===== config.mk =====
export PLATFORM = sky130hd
export DESIGN_NAME = direction_filtered_request_queue_top
export DESIGN_NICKNAME = d
export VERILOG_FILES = /design/src/rtl/dfrq_pkg.sv /design/src/rtl/dfrq_cell.sv /design/src/rtl/direction_filtered_request_queue_top.sv
export SDC_FILE = /design/constraint.sdc
export NUM_CORES = 2
export LEC_CHECK = 0
export ABC_AREA = 1
export BUFFER_PORTS_ARGS = -buffer_cell sky130_fd_sc_hd__buf_2
export CAP_MARGIN = 10
export CORE_MARGIN = 4
export CORE_UTILIZATION = 24
export CTS_CLUSTER_SIZE = 20
export DETAILED_ROUTE_END_ITERATION = 12
export SETUP_SLACK_MARGIN = 0.05
export SLEW_MARGIN = 20
export SYNTH_ARGS = -nofsm -noshare
export SYNTH_HDL_FRONTEND = slang
export SYNTH_SLANG_ARGS = --single-unit

===== constraint.sdc =====
create_clock -name clk -period 8 [get_ports clk]
set_input_delay 1.2 -clock clk [delete_from_list [all_inputs] [get_ports clk]]
set_output_delay 1.2 -clock clk [all_outputs]
set_load 0.02 [all_outputs]

===== src/rtl/dfrq_pkg.sv =====
// Shared types and constants for the direction filtered request queue.
package dfrq_pkg;

    localparam int DEPTH     = 16;
    localparam int CNT_W     = $clog2(DEPTH + 1);
    localparam int TAG_W     = 16;
    localparam int DATA_W    = 32;
    localparam int AHEAD_W   = 5;

    typedef enum logic [1:0] {
        KIND_PUSH   = 2'd0,
        KIND_POP    = 2'd1,
        KIND_CANCEL = 2'd2,
        KIND_QUERY  = 2'd3
    } kind_t;

    typedef struct packed {
        logic [TAG_W-1:0]  tag;
        logic              up;
        logic [DATA_W-1:0] data;
    } entry_t;

    typedef struct packed {
        logic             en;
        kind_t            kind;
        logic [TAG_W-1:0] tag;
        logic             serve_up;
        logic             serve_down;
    } cell_ctrl_t;

endpackage


===== src/rtl/dfrq_cell.sv =====
// One queue slot: match test, first-match chain link and shift/load logic.
module dfrq_cell
    import dfrq_pkg::*;
(
    input  logic       clk,
    input  cell_ctrl_t ctrl,
    input  logic       valid,
    input  logic       prev_valid,
    input  logic       before_in,
    input  entry_t     neighbor,
    input  entry_t     push_entry,
    output logic       before_out,
    output logic       sel,
    output entry_t     entry_q
);

    entry_t entry_reg;
    entry_t entry_next;
    logic   hit;

    always_comb
    begin
        hit = 1'b0;
        case (ctrl.kind)
            KIND_POP:
            begin
                hit = valid & ((entry_reg.up & ctrl.serve_up) |
                               (~entry_reg.up & ctrl.serve_down));
            end
            KIND_CANCEL, KIND_QUERY:
            begin
                hit = valid & (entry_reg.tag == ctrl.tag);
            end
            default:
            begin
                hit = 1'b0;
            end
        endcase
    end

    assign before_out = before_in | hit;
    assign sel        = hit & ~before_in;

    always_comb
    begin
        entry_next = entry_reg;
        if (ctrl.en)
        begin
            case (ctrl.kind)
                KIND_PUSH:
                begin
                    // first free slot takes the new beat
                    if (~valid & prev_valid)
                    begin
                        entry_next = push_entry;
                    end
                end
                KIND_POP, KIND_CANCEL:
                begin
                    // at and after the removed slot, pull from the younger neighbor
                    if (before_out)
                    begin
                        entry_next = neighbor;
                    end
                end
                default:
                begin
                    entry_next = entry_reg;
                end
            endcase
        end
    end

    always_ff @(posedge clk)
    begin
        entry_reg <= entry_next;
    end

    assign entry_q = entry_reg;

endmodule


===== src/rtl/direction_filtered_request_queue_top.sv =====
// Top level of the direction filtered request queue: request stage, cell row, result stage.
//
// Usage:
//  - Input channel (in_valid / in_stall): one beat carries one request; kind picks
//    push, filtered pop, cancel by tag or position query.
//  - Output channel (out_valid / out_stall): exactly one result beat per request,
//    in request order.
//  - An accepted request waits in the request register and moves into the result
//    register once the output is free. The request register and the result register
//    overlap, so a new request is taken every cycle as long as the receiver keeps up.
//  - The queue is a row of DEPTH cells. All cells compare against the request in
//    parallel; a first-match chain runs through the row, and every cell at or past
//    the removed slot loads its younger neighbor in the same cycle.
//  - The none_up / none_down flags are computed from the post-update contents.
//  - Reset empties the queue (fill count to zero) and drops any pending request
//    or result; cell contents are not cleared and are never read while invalid.
//  - When the receiver stalls, the result beat is held; the pending request waits
//    in its register and the input stalls until the result register frees up.
module direction_filtered_request_queue_top
    import dfrq_pkg::*;
(
    input  logic              clk,
    input  logic              rst_n,
    input  logic              in_valid,
    output logic              in_stall,
    input  logic [1:0]        kind,
    input  logic [TAG_W-1:0]  tag,
    input  logic              goes_up,
    input  logic [DATA_W-1:0] payload,
    input  logic              serve_up,
    input  logic              serve_down,
    output logic              out_valid,
    input  logic              out_stall,
    output logic              ok,
    output logic [TAG_W-1:0]  out_tag,
    output logic              out_up,
    output logic [DATA_W-1:0] out_payload,
    output logic [AHEAD_W-1:0] ahead,
    output logic              none_up,
    output logic              none_down
);

    // request stage
    logic              req_valid_reg;
    logic              req_valid_next;
    kind_t             req_kind_reg;
    logic [TAG_W-1:0]  req_tag_reg;
    logic              req_up_reg;
    logic [DATA_W-1:0] req_payload_reg;
    logic              req_su_reg;
    logic              req_sd_reg;

    // fill count
    logic [CNT_W-1:0]  cnt_reg;
    logic [CNT_W-1:0]  cnt_next;

    // result stage
    logic              out_valid_reg;
    logic              out_valid_next;
    logic              ok_reg;
    logic              ok_next;
    entry_t            pop_reg;
    entry_t            pop_next;
    logic [AHEAD_W-1:0] ahead_reg;
    logic [AHEAD_W-1:0] ahead_next;
    logic              none_up_reg;
    logic              none_up_next;
    logic              none_down_reg;
    logic              none_down_next;

    logic              fire;
    logic              accept;
    logic              full;
    logic              found;
    cell_ctrl_t        ctrl;
    entry_t            push_entry;
    entry_t            pop_entry;
    logic [CNT_W-1:0]  pos;

    logic [DEPTH-1:0]  valid_vec;
    logic [DEPTH-1:0]  valid_next_vec;
    logic [DEPTH-1:0]  sel_vec;
    logic [DEPTH:0]    before_vec;
    entry_t            entry_q [DEPTH];

    // a pending request executes once the result register can take its beat
    assign fire     = req_valid_reg & (~out_valid_reg | ~out_stall);
    assign in_stall = req_valid_reg & ~fire;
    assign accept   = in_valid & ~in_stall;

    assign full  = (cnt_reg == CNT_W'(DEPTH));
    assign found = before_vec[DEPTH];

    assign ctrl.en         = fire;
    assign ctrl.kind       = req_kind_reg;
    assign ctrl.tag        = req_tag_reg;
    assign ctrl.serve_up   = req_su_reg;
    assign ctrl.serve_down = req_sd_reg;

    assign push_entry.tag  = req_tag_reg;
    assign push_entry.up   = req_up_reg;
    assign push_entry.data = req_payload_reg;

    assign before_vec[0] = 1'b0;

    genvar gi;
    generate
        for (gi = 0; gi < DEPTH; gi++)
        begin : g_cell
            entry_t nb;
            logic   pv;

            assign valid_vec[gi] = (cnt_reg > CNT_W'(gi));

            if (gi == 0)
            begin : g_head
                assign pv = 1'b1;
            end
            else
            begin : g_body
                assign pv = valid_vec[gi-1];
            end

            if (gi == DEPTH - 1)
            begin : g_tail
                assign nb = '0;
            end
            else
            begin : g_mid
                assign nb = entry_q[gi+1];
            end

            dfrq_cell u_cell (
                .clk        (clk),
                .ctrl       (ctrl),
                .valid      (valid_vec[gi]),
                .prev_valid (pv),
                .before_in  (before_vec[gi]),
                .neighbor   (nb),
                .push_entry (push_entry),
                .before_out (before_vec[gi+1]),
                .sel        (sel_vec[gi]),
                .entry_q    (entry_q[gi])
            );
        end
    endgenerate

    // one-hot select of the first matching slot
    always_comb
    begin
        pop_entry = '0;
        pos       = '0;
        for (int i = 0; i < DEPTH; i++)
        begin
            if (sel_vec[i])
            begin
                pop_entry = pop_entry | entry_q[i];
                pos       = pos | CNT_W'(i);
            end
        end
        if (!found)
        begin
            pos = cnt_reg;
        end
    end

    always_comb
    begin
        cnt_next = cnt_reg;
        ok_next  = 1'b0;
        pop_next = '0;
        ahead_next = '0;
        case (req_kind_reg)
            KIND_PUSH:
            begin
                ok_next = ~full;
                if (fire && !full)
                begin
                    cnt_next = cnt_reg + CNT_W'(1);
                end
            end
            KIND_POP:
            begin
                ok_next = found;
                if (found)
                begin
                    pop_next = pop_entry;
                end
                if (fire && found)
                begin
                    cnt_next = cnt_reg - CNT_W'(1);
                end
            end
            KIND_CANCEL:
            begin
                ok_next = found;
                if (fire && found)
                begin
                    cnt_next = cnt_reg - CNT_W'(1);
                end
            end
            KIND_QUERY:
            begin
                ok_next    = found;
                ahead_next = AHEAD_W'(pos);
            end
            default:
            begin
                ok_next = 1'b0;
            end
        endcase
    end

    // direction flags from the post-update contents
    always_comb
    begin
        none_up_next   = 1'b1;
        none_down_next = 1'b1;
        for (int i = 0; i < DEPTH; i++)
        begin
            valid_next_vec[i] = (cnt_next > CNT_W'(i));
        end
        for (int i = 0; i < DEPTH; i++)
        begin
            if (valid_next_vec[i])
            begin
                if (i == DEPTH - 1)
                begin
                    if (req_kind_reg == KIND_PUSH && !valid_vec[i])
                    begin
                        none_up_next   = none_up_next & ~req_up_reg;
                        none_down_next = none_down_next & req_up_reg;
                    end
                    else
                    begin
                        none_up_next   = none_up_next & ~entry_q[i].up;
                        none_down_next = none_down_next & entry_q[i].up;
                    end
                end
                else if (req_kind_reg == KIND_PUSH && !valid_vec[i])
                begin
                    none_up_next   = none_up_next & ~req_up_reg;
                    none_down_next = none_down_next & req_up_reg;
                end
                else if ((req_kind_reg == KIND_POP || req_kind_reg == KIND_CANCEL)
                         && before_vec[i+1])
                begin
                    none_up_next   = none_up_next & ~entry_q[i+1].up;
                    none_down_next = none_down_next & entry_q[i+1].up;
                end
                else
                begin
                    none_up_next   = none_up_next & ~entry_q[i].up;
                    none_down_next = none_down_next & entry_q[i].up;
                end
            end
        end
    end

    always_comb
    begin
        req_valid_next = req_valid_reg;
        if (accept)
        begin
            req_valid_next = 1'b1;
        end
        else if (fire)
        begin
            req_valid_next = 1'b0;
        end

        out_valid_next = out_valid_reg;
        if (fire)
        begin
            out_valid_next = 1'b1;
        end
        else if (out_valid_reg && !out_stall)
        begin
            out_valid_next = 1'b0;
        end
    end

    always_ff @(posedge clk or negedge rst_n)
    begin
        if (!rst_n)
        begin
            req_valid_reg <= 1'b0;
            out_valid_reg <= 1'b0;
            cnt_reg       <= '0;
        end
        else
        begin
            req_valid_reg <= req_valid_next;
            out_valid_reg <= out_valid_next;
            cnt_reg       <= cnt_next;
        end
    end

    always_ff @(posedge clk)
    begin
        if (accept)
        begin
            req_kind_reg    <= kind_t'(kind);
            req_tag_reg     <= tag;
            req_up_reg      <= goes_up;
            req_payload_reg <= payload;
            req_su_reg      <= serve_up;
            req_sd_reg      <= serve_down;
        end
        if (fire)
        begin
            ok_reg        <= ok_next;
            pop_reg       <= pop_next;
            ahead_reg     <= ahead_next;
            none_up_reg   <= none_up_next;
            none_down_reg <= none_down_next;
        end
    end

    assign out_valid   = out_valid_reg;
    assign ok          = ok_reg;
    assign out_tag     = pop_reg.tag;
    assign out_up      = pop_reg.up;
    assign out_payload = pop_reg.data;
    assign ahead       = ahead_reg;
    assign none_up     = none_up_reg;
    assign none_down   = none_down_reg;

    // fill count stays within the row
    a_cnt_range: assert property (@(posedge clk) disable iff (!rst_n)
        cnt_reg <= CNT_W'(DEPTH))
        else $error("fill count beyond depth");

    // the first-match chain selects at most one slot
    a_sel_onehot: assert property (@(posedge clk) disable iff (!rst_n)
        $onehot0(sel_vec))
        else $error("more than one slot selected");

    // a successful push grows the queue by exactly one
    a_push_grow: assert property (@(posedge clk) disable iff (!rst_n)
        (fire && req_kind_reg == KIND_PUSH && !full) |=>
            (cnt_reg == $past(cnt_reg) + CNT_W'(1)))
        else $error("push did not grow the queue");

    // nothing executes while the result register holds a stalled beat
    a_no_overrun: assert property (@(posedge clk) disable iff (!rst_n)
        (out_valid_reg && out_stall) |-> !fire)
        else $error("result overwritten while stalled");

endmodule


**Word level (Yosys, flattened, before mapping)**

Cells that the tools add are included.

- Flip-flop bits (word level): 901
- Bits of input ports: 57
- Output and inout bits: 59

- $add $sub $neg: 2
- Order comparisons: 32
- Eq/ne operators: 52
- Mux-type cells: 198
- Bitwise gates (word level): 284
- Reduce and logical (&&, ||, !) cells: 77

Operator list:

| cell | count |
|---|---|
| $mux W49 | 48 |
| $pmux W49 S2 | 16 |
| $or A49 B49 Y49 | 15 |
| $eq A16 B16 Y1 | 16 |
| $and A1 B1 Y1 | 185 |
| $mux W1 | 99 |
| $gt A5 B4 Y1 const B | 16 |
| $reduce_and A4 Y1 | 16 |
| $ne A2 B1 Y1 const B | 31 |
| $not A1 Y1 | 52 |
| $gt A5 B3 Y1 const B | 8 |
| $logic_and A1 B1 Y1 | 34 |
| $pmux W1 S2 | 17 |
| $mux W4 | 8 |
| $or A1 B1 Y1 | 32 |
| $gt A5 B1 Y1 const B | 4 |
| $gt A5 B2 Y1 const B | 4 |
| $logic_not A1 Y1 | 18 |
| $mux W5 | 3 |
| $mux W3 | 4 |
| $pmux W5 S2 | 1 |
| $reduce_bool A2 Y1 | 3 |
| $add A5 B1 Y5 const B | 1 |
| $eq A5 B5 Y1 const B | 1 |
| other kinds (10) | 13 |

**Longest topological paths before layout**

- Depth after elaboration: 84
- Mapped depth: 34
- Gate-level depth less buffers: 31

**By module**

From an unflattened synthesis, not the netlist that was laid out.

- Cell total of the unflattened synthesis: 4266
- Area, all modules: 49632.6 sq um

By module, submodules not included:

| module | times used | cells each | area an instance (sq um) | sequential area each (sq um) |
|---|---|---|---|---|
| dfrq_cell at g_cell[0].u_cell ... | 9 | 195 | 2494.9 | 1471.4 |
| dfrq_cell at g_cell[3].u_cell ... | 7 | 190 | 2487.4 | 1471.4 |
| direction_filtered_request_queue_top | 1 | 1181 | 9766.9 | 3478.3 |

**Worst setup path after synthesis**

OpenSTA, ideal clock, no wires.

- Kind: input-to-reg
- Start: in out_stall
- End: reg g_cell[2].u_cell.entry_reg (netlist bit g_cell[2].u_cell.entry_q[0]) (enable)
- Arrival: 8.556 ns
- Required time: 7.471 ns
- Path slack: -1.085 ns
- Stages on the path: 7
- Buffers on the path: 0
- Cell sequence: nand2_1 -> inv_1 -> nor2_1 -> inv_1 -> nor2_1 -> inv_1 -> a211oi_1

- Longest elaborated chain between the ends: 4

RTL lines:

| item | RTL line | RTL |
|---|---|---|
| from (decl) | direction_filtered_request_queue_top.sv:33 | `input logic out_stall,` |
| $not A1 Y1 | direction_filtered_request_queue_top.sv:87 | `assign fire = req_valid_reg & (~out_valid_reg \| ~out_stall);` |
| $or A1 B1 Y1 | direction_filtered_request_queue_top.sv:87 |  |
| $and A1 B1 Y1 | direction_filtered_request_queue_top.sv:87 |  |
| named net fire | direction_filtered_request_queue_top.sv:71 | `logic fire;` |
| $reduce_and A4 Y1 (no source line) | -- |  |
| to (signal assigned) | dfrq_cell.sv:76 | `entry_reg <= entry_next;` |
| to (decl) | dfrq_cell.sv:17 | `entry_t entry_reg;` |

The timed path passes the listed nets, and every way through them passes these cells.
A chain may end at the register's enable or synchronous reset.

**Worst setup path after layout**

- Start: reg req_tag_reg[13]
- End: reg pop_reg (netlist bit out_tag[15]), data pin

- Longest elaborated chain between the ends: 34
- Elaborated cells on any way between the ends: 125
- Those cells by class: eq/ne (16); mux (32); bitwise (76); reduce/logical (1)

RTL lines:

| item | RTL line | RTL |
|---|---|---|
| from (decl) | direction_filtered_request_queue_top.sv:47 | `logic [TAG_W-1:0] req_tag_reg;` |
| from (signal assigned) | direction_filtered_request_queue_top.sv:304 | `req_tag_reg <= tag;` |
| $eq A16 B16 Y1 | dfrq_cell.sv:32 | `hit = valid & (entry_reg.tag == ctrl.tag);` |
| $and A1 B1 Y1 | dfrq_cell.sv:32 |  |
| $pmux W1 S2 | dfrq_cell.sv:24 | `case (ctrl.kind)` |
| $mux W49 / $not A1 Y1 (equally long branches) | direction_filtered_request_queue_top.sv:155, dfrq_cell.sv:42 |  |
| $or A49 B49 Y49 / $and A1 B1 Y1 (equally long branches) | direction_filtered_request_queue_top.sv:157, dfrq_cell.sv:42 |  |
| $mux W49 | direction_filtered_request_queue_top.sv:155 | `if (sel_vec[i])` |
| $or A49 B49 Y49 | direction_filtered_request_queue_top.sv:157 | `pop_entry = pop_entry \| entry_q[i];` |
| $mux W49 | direction_filtered_request_queue_top.sv:155 |  |
| (+18 left out) | -- |  |
| $or A49 B49 Y49 | direction_filtered_request_queue_top.sv:157 |  |
| $mux W49 | direction_filtered_request_queue_top.sv:155 |  |
| $or A49 B49 Y49 | direction_filtered_request_queue_top.sv:157 |  |
| $mux W49 | direction_filtered_request_queue_top.sv:155 |  |
| $or A49 B49 Y49 | direction_filtered_request_queue_top.sv:157 |  |
| $mux W49 | direction_filtered_request_queue_top.sv:155 |  |
| $or A49 B49 Y49 | direction_filtered_request_queue_top.sv:157 |  |
| $mux W49 | direction_filtered_request_queue_top.sv:155 |  |
| to (signal assigned) | direction_filtered_request_queue_top.sv:313 | `pop_reg <= pop_next;` |
| to (decl) | direction_filtered_request_queue_top.sv:62 | `entry_t pop_reg;` |

Several ways; a longest one is shown, not always the timed one.

==> run metrics <==
VDD IR max=0.000150 V; GRT Residual Overflow=0; max reg flops=784; H-tree levels=3; RSZ-0062 raised after global routing=no; clk slew on worst S/H paths=60 ps; Commonest cells post-synth=nand2_1 (1389), edfxtp_1 (894), inv_1 (447); most used cell along the critical path=o21ai_0; area taken by flip-flops and latches=27000 µm²; Hold-fix buffers, CTS=0; I/O pins=116; synthesis-to-finish area growth=14.2%; initial antenna violation count=7; setup bufs post-CTS=0; area leader, netlist=edfxtp_1; Rel. slew slack=23.2%; total power draw=14000 µW; arrival time worst endpoint=6260 ps; post-synthesis cell area=44600 µm²; post-synthesis simple-gate area fraction=17.4%; crit path launch type=flop; Hold Violations, Final=0; post-synthesis mux area share=0%; FP Rows=157; Final Critical Period=5800 ps; Clock Tree Root=clkbuf_16; Post-Syn Nets=4677; YS warnings=0; endpoint type of the worst setup path=flop; DR iter-0 viols=4205; CP max-delay cell=edfxtp_1; FFs w/ async S/R, synth=0.777%; Syn Inst Count=4609; WP data required=8460 ps; all-layer global routing usage=15.6%; Routed WL=156000 µm; maximum clock path buffer count=3; DRT Pass-1 Iters=7; Synth Area in XOR/XNOR=2.87%; IO Port Bufs=115; register area share after synthesis=60.6%; post-CTS sizing=0; Fin Clk Skew=34.9 ps; post-synthesis cell type count=56; Final Slew Violations=0; layout cells sized above 1=9.53%; vias=34900; Post-synth EDFFs=894; most frequent cell after synthesis=nand2_1; vias in the first global route=33500; Leak Pwr=0.0201 µW; Final ANT Viol Nets=0; Top FF cell, synth=edfxtp_1; outcome=complete, no violations; Final Wtd Congestion=0.958; reg2reg path depth=27; area of the multi-input gates=14700 µm²; DRC viols=0; max frequency=0.172 GHz; DP HPWL=98200 µm; area share of the largest cell type after synthesis=60.3%; Die Span Y=439 µm; highest net fanout along the worst path=22; largest net degree at the start of global routing=161; HP Class=input pin to async pin; worst-margin pin slew=1150 ps; crit path kind=flop to flop; largest family of logic cells by synthesized area=simple AND/OR/NAND/NOR gates; Tcrit/Tclk final=72.5%; post-synthesis compound-gate area fraction=11.9%; Final setup viols=0; Synth Register Bits=901; total CTS buffers=101; CTS sink count=901; mean area per synthesized cell=9.67 µm²; initial core utilization=24.2%; Largest stage delay, worst path=1040 ps; P per Cell Area=274 nW/µm²; first-pass GRT wire length=226000 µm; Worst-Skew Late Latency=730 ps; WL/cell=21.7 µm; FILL cells=19400; total of max-cap violations=0; Core Area=184000 µm²; die area=193000 µm²; TritonCTS clock tree=built; Synth Area in Adders=0.309%; Vias/cell=4.87; Die X=439 µm; top cells by area, synth=edfxtp_1 (60%), nand2_1 (12%), o21ai_0 (5.0%); Nets=4688; setup TNS=0 ps
layout make-up:
cell class,count,share of cell area (%)
flip-flops and latches,901,53.1
multi-input cells,2951,28.8
well taps,2464,6.06
clock buffers,124,5.18
inverters,481,3.63
repair buffers,184,2.34
clock inverters,60,0.905
diodes,2,0.00983
power breakdown:
group / switching, µW / total, µW / internal [µW] / leakage [µW]
Combinational: 2250 / 3100 / 844 / 0.0101
Sequential: 360 / 6390 / 6030 / 0.00848
Clock: 2010 / 4480 / 2470 / 0.00152
Total: 4620 / 14000 / 9350 / 0.0201
layout by cell type, fill, tap and decap left out, types with 81 or more instances in the layout:
master     count
a21oi_1      166
a221oi_1      81
buf_2        115
clkbuf_16    102
edfxtp_1     894
inv_1        437
nand2_1     1388
nor2_1       250
o21ai_0      444
xor2_1       111
critical path, delay by kind of cell, from the launching register on:
family,cells,cell delay [ps]
compound gates,11,1580
buf+inv,3,910
flops,1,1040
simple gates,13,1910
kinds of logic (layout without fill, tap and decap cells):
group           after synthesis  in the layout
xor+xnor                    146            146
compound gates              908            908
fa+ha+maj                    11             11
flops                       901            901
buf+inv                     757            849
simple gates               1886           1886
other cells                   0              2
worst paths after layout:
kind | slack, ps | to | startpoint
max | 2200 | out_tag[15] | req_tag_reg[13]
max in group asynchronous | 7500 | cnt_reg[3] | rst_n
min reg2reg | 490 | out_valid | req_valid_reg
min in group clk | 490 | out_valid | req_valid_reg
min | 340 | out_valid | rst_n
max reg2reg | 2200 | out_tag[15] | req_tag_reg[13]
per-stage QoR:
| step | setup slack (ps) | area (µm²) | std cells | hold WS (ps) | utilization (%) |
|---|---|---|---|---|---|
| global route | 1940 | 50900 | 7165 | 316 | 27.7 |
| finish | 2200 | 50900 | 7167 | 336 | 27.7 |
| floorplan | 130 | 44600 | 4609 | 444 | - |
| global placement | 2400 | 47700 | 6979 | 470 | 26.0 |
| CTS | 2370 | 50800 | 7163 | 298 | 27.6 |
| detailed placement | 2440 | 47700 | 6979 | 487 | 26.0 |
layer usage:
layer / vias up / wire length [µm] / track usage, %
li1: 15700 / - / -
met3: 343 / 13400 / 3.21
met5: - / 27 / 0
met1: 17200 / 61800 / 19.9
met2: 1689 / 73200 / 25.6
met4: 4 / 7400 / 6.64
Note: power is estimated with default switching activity, not from simulation.
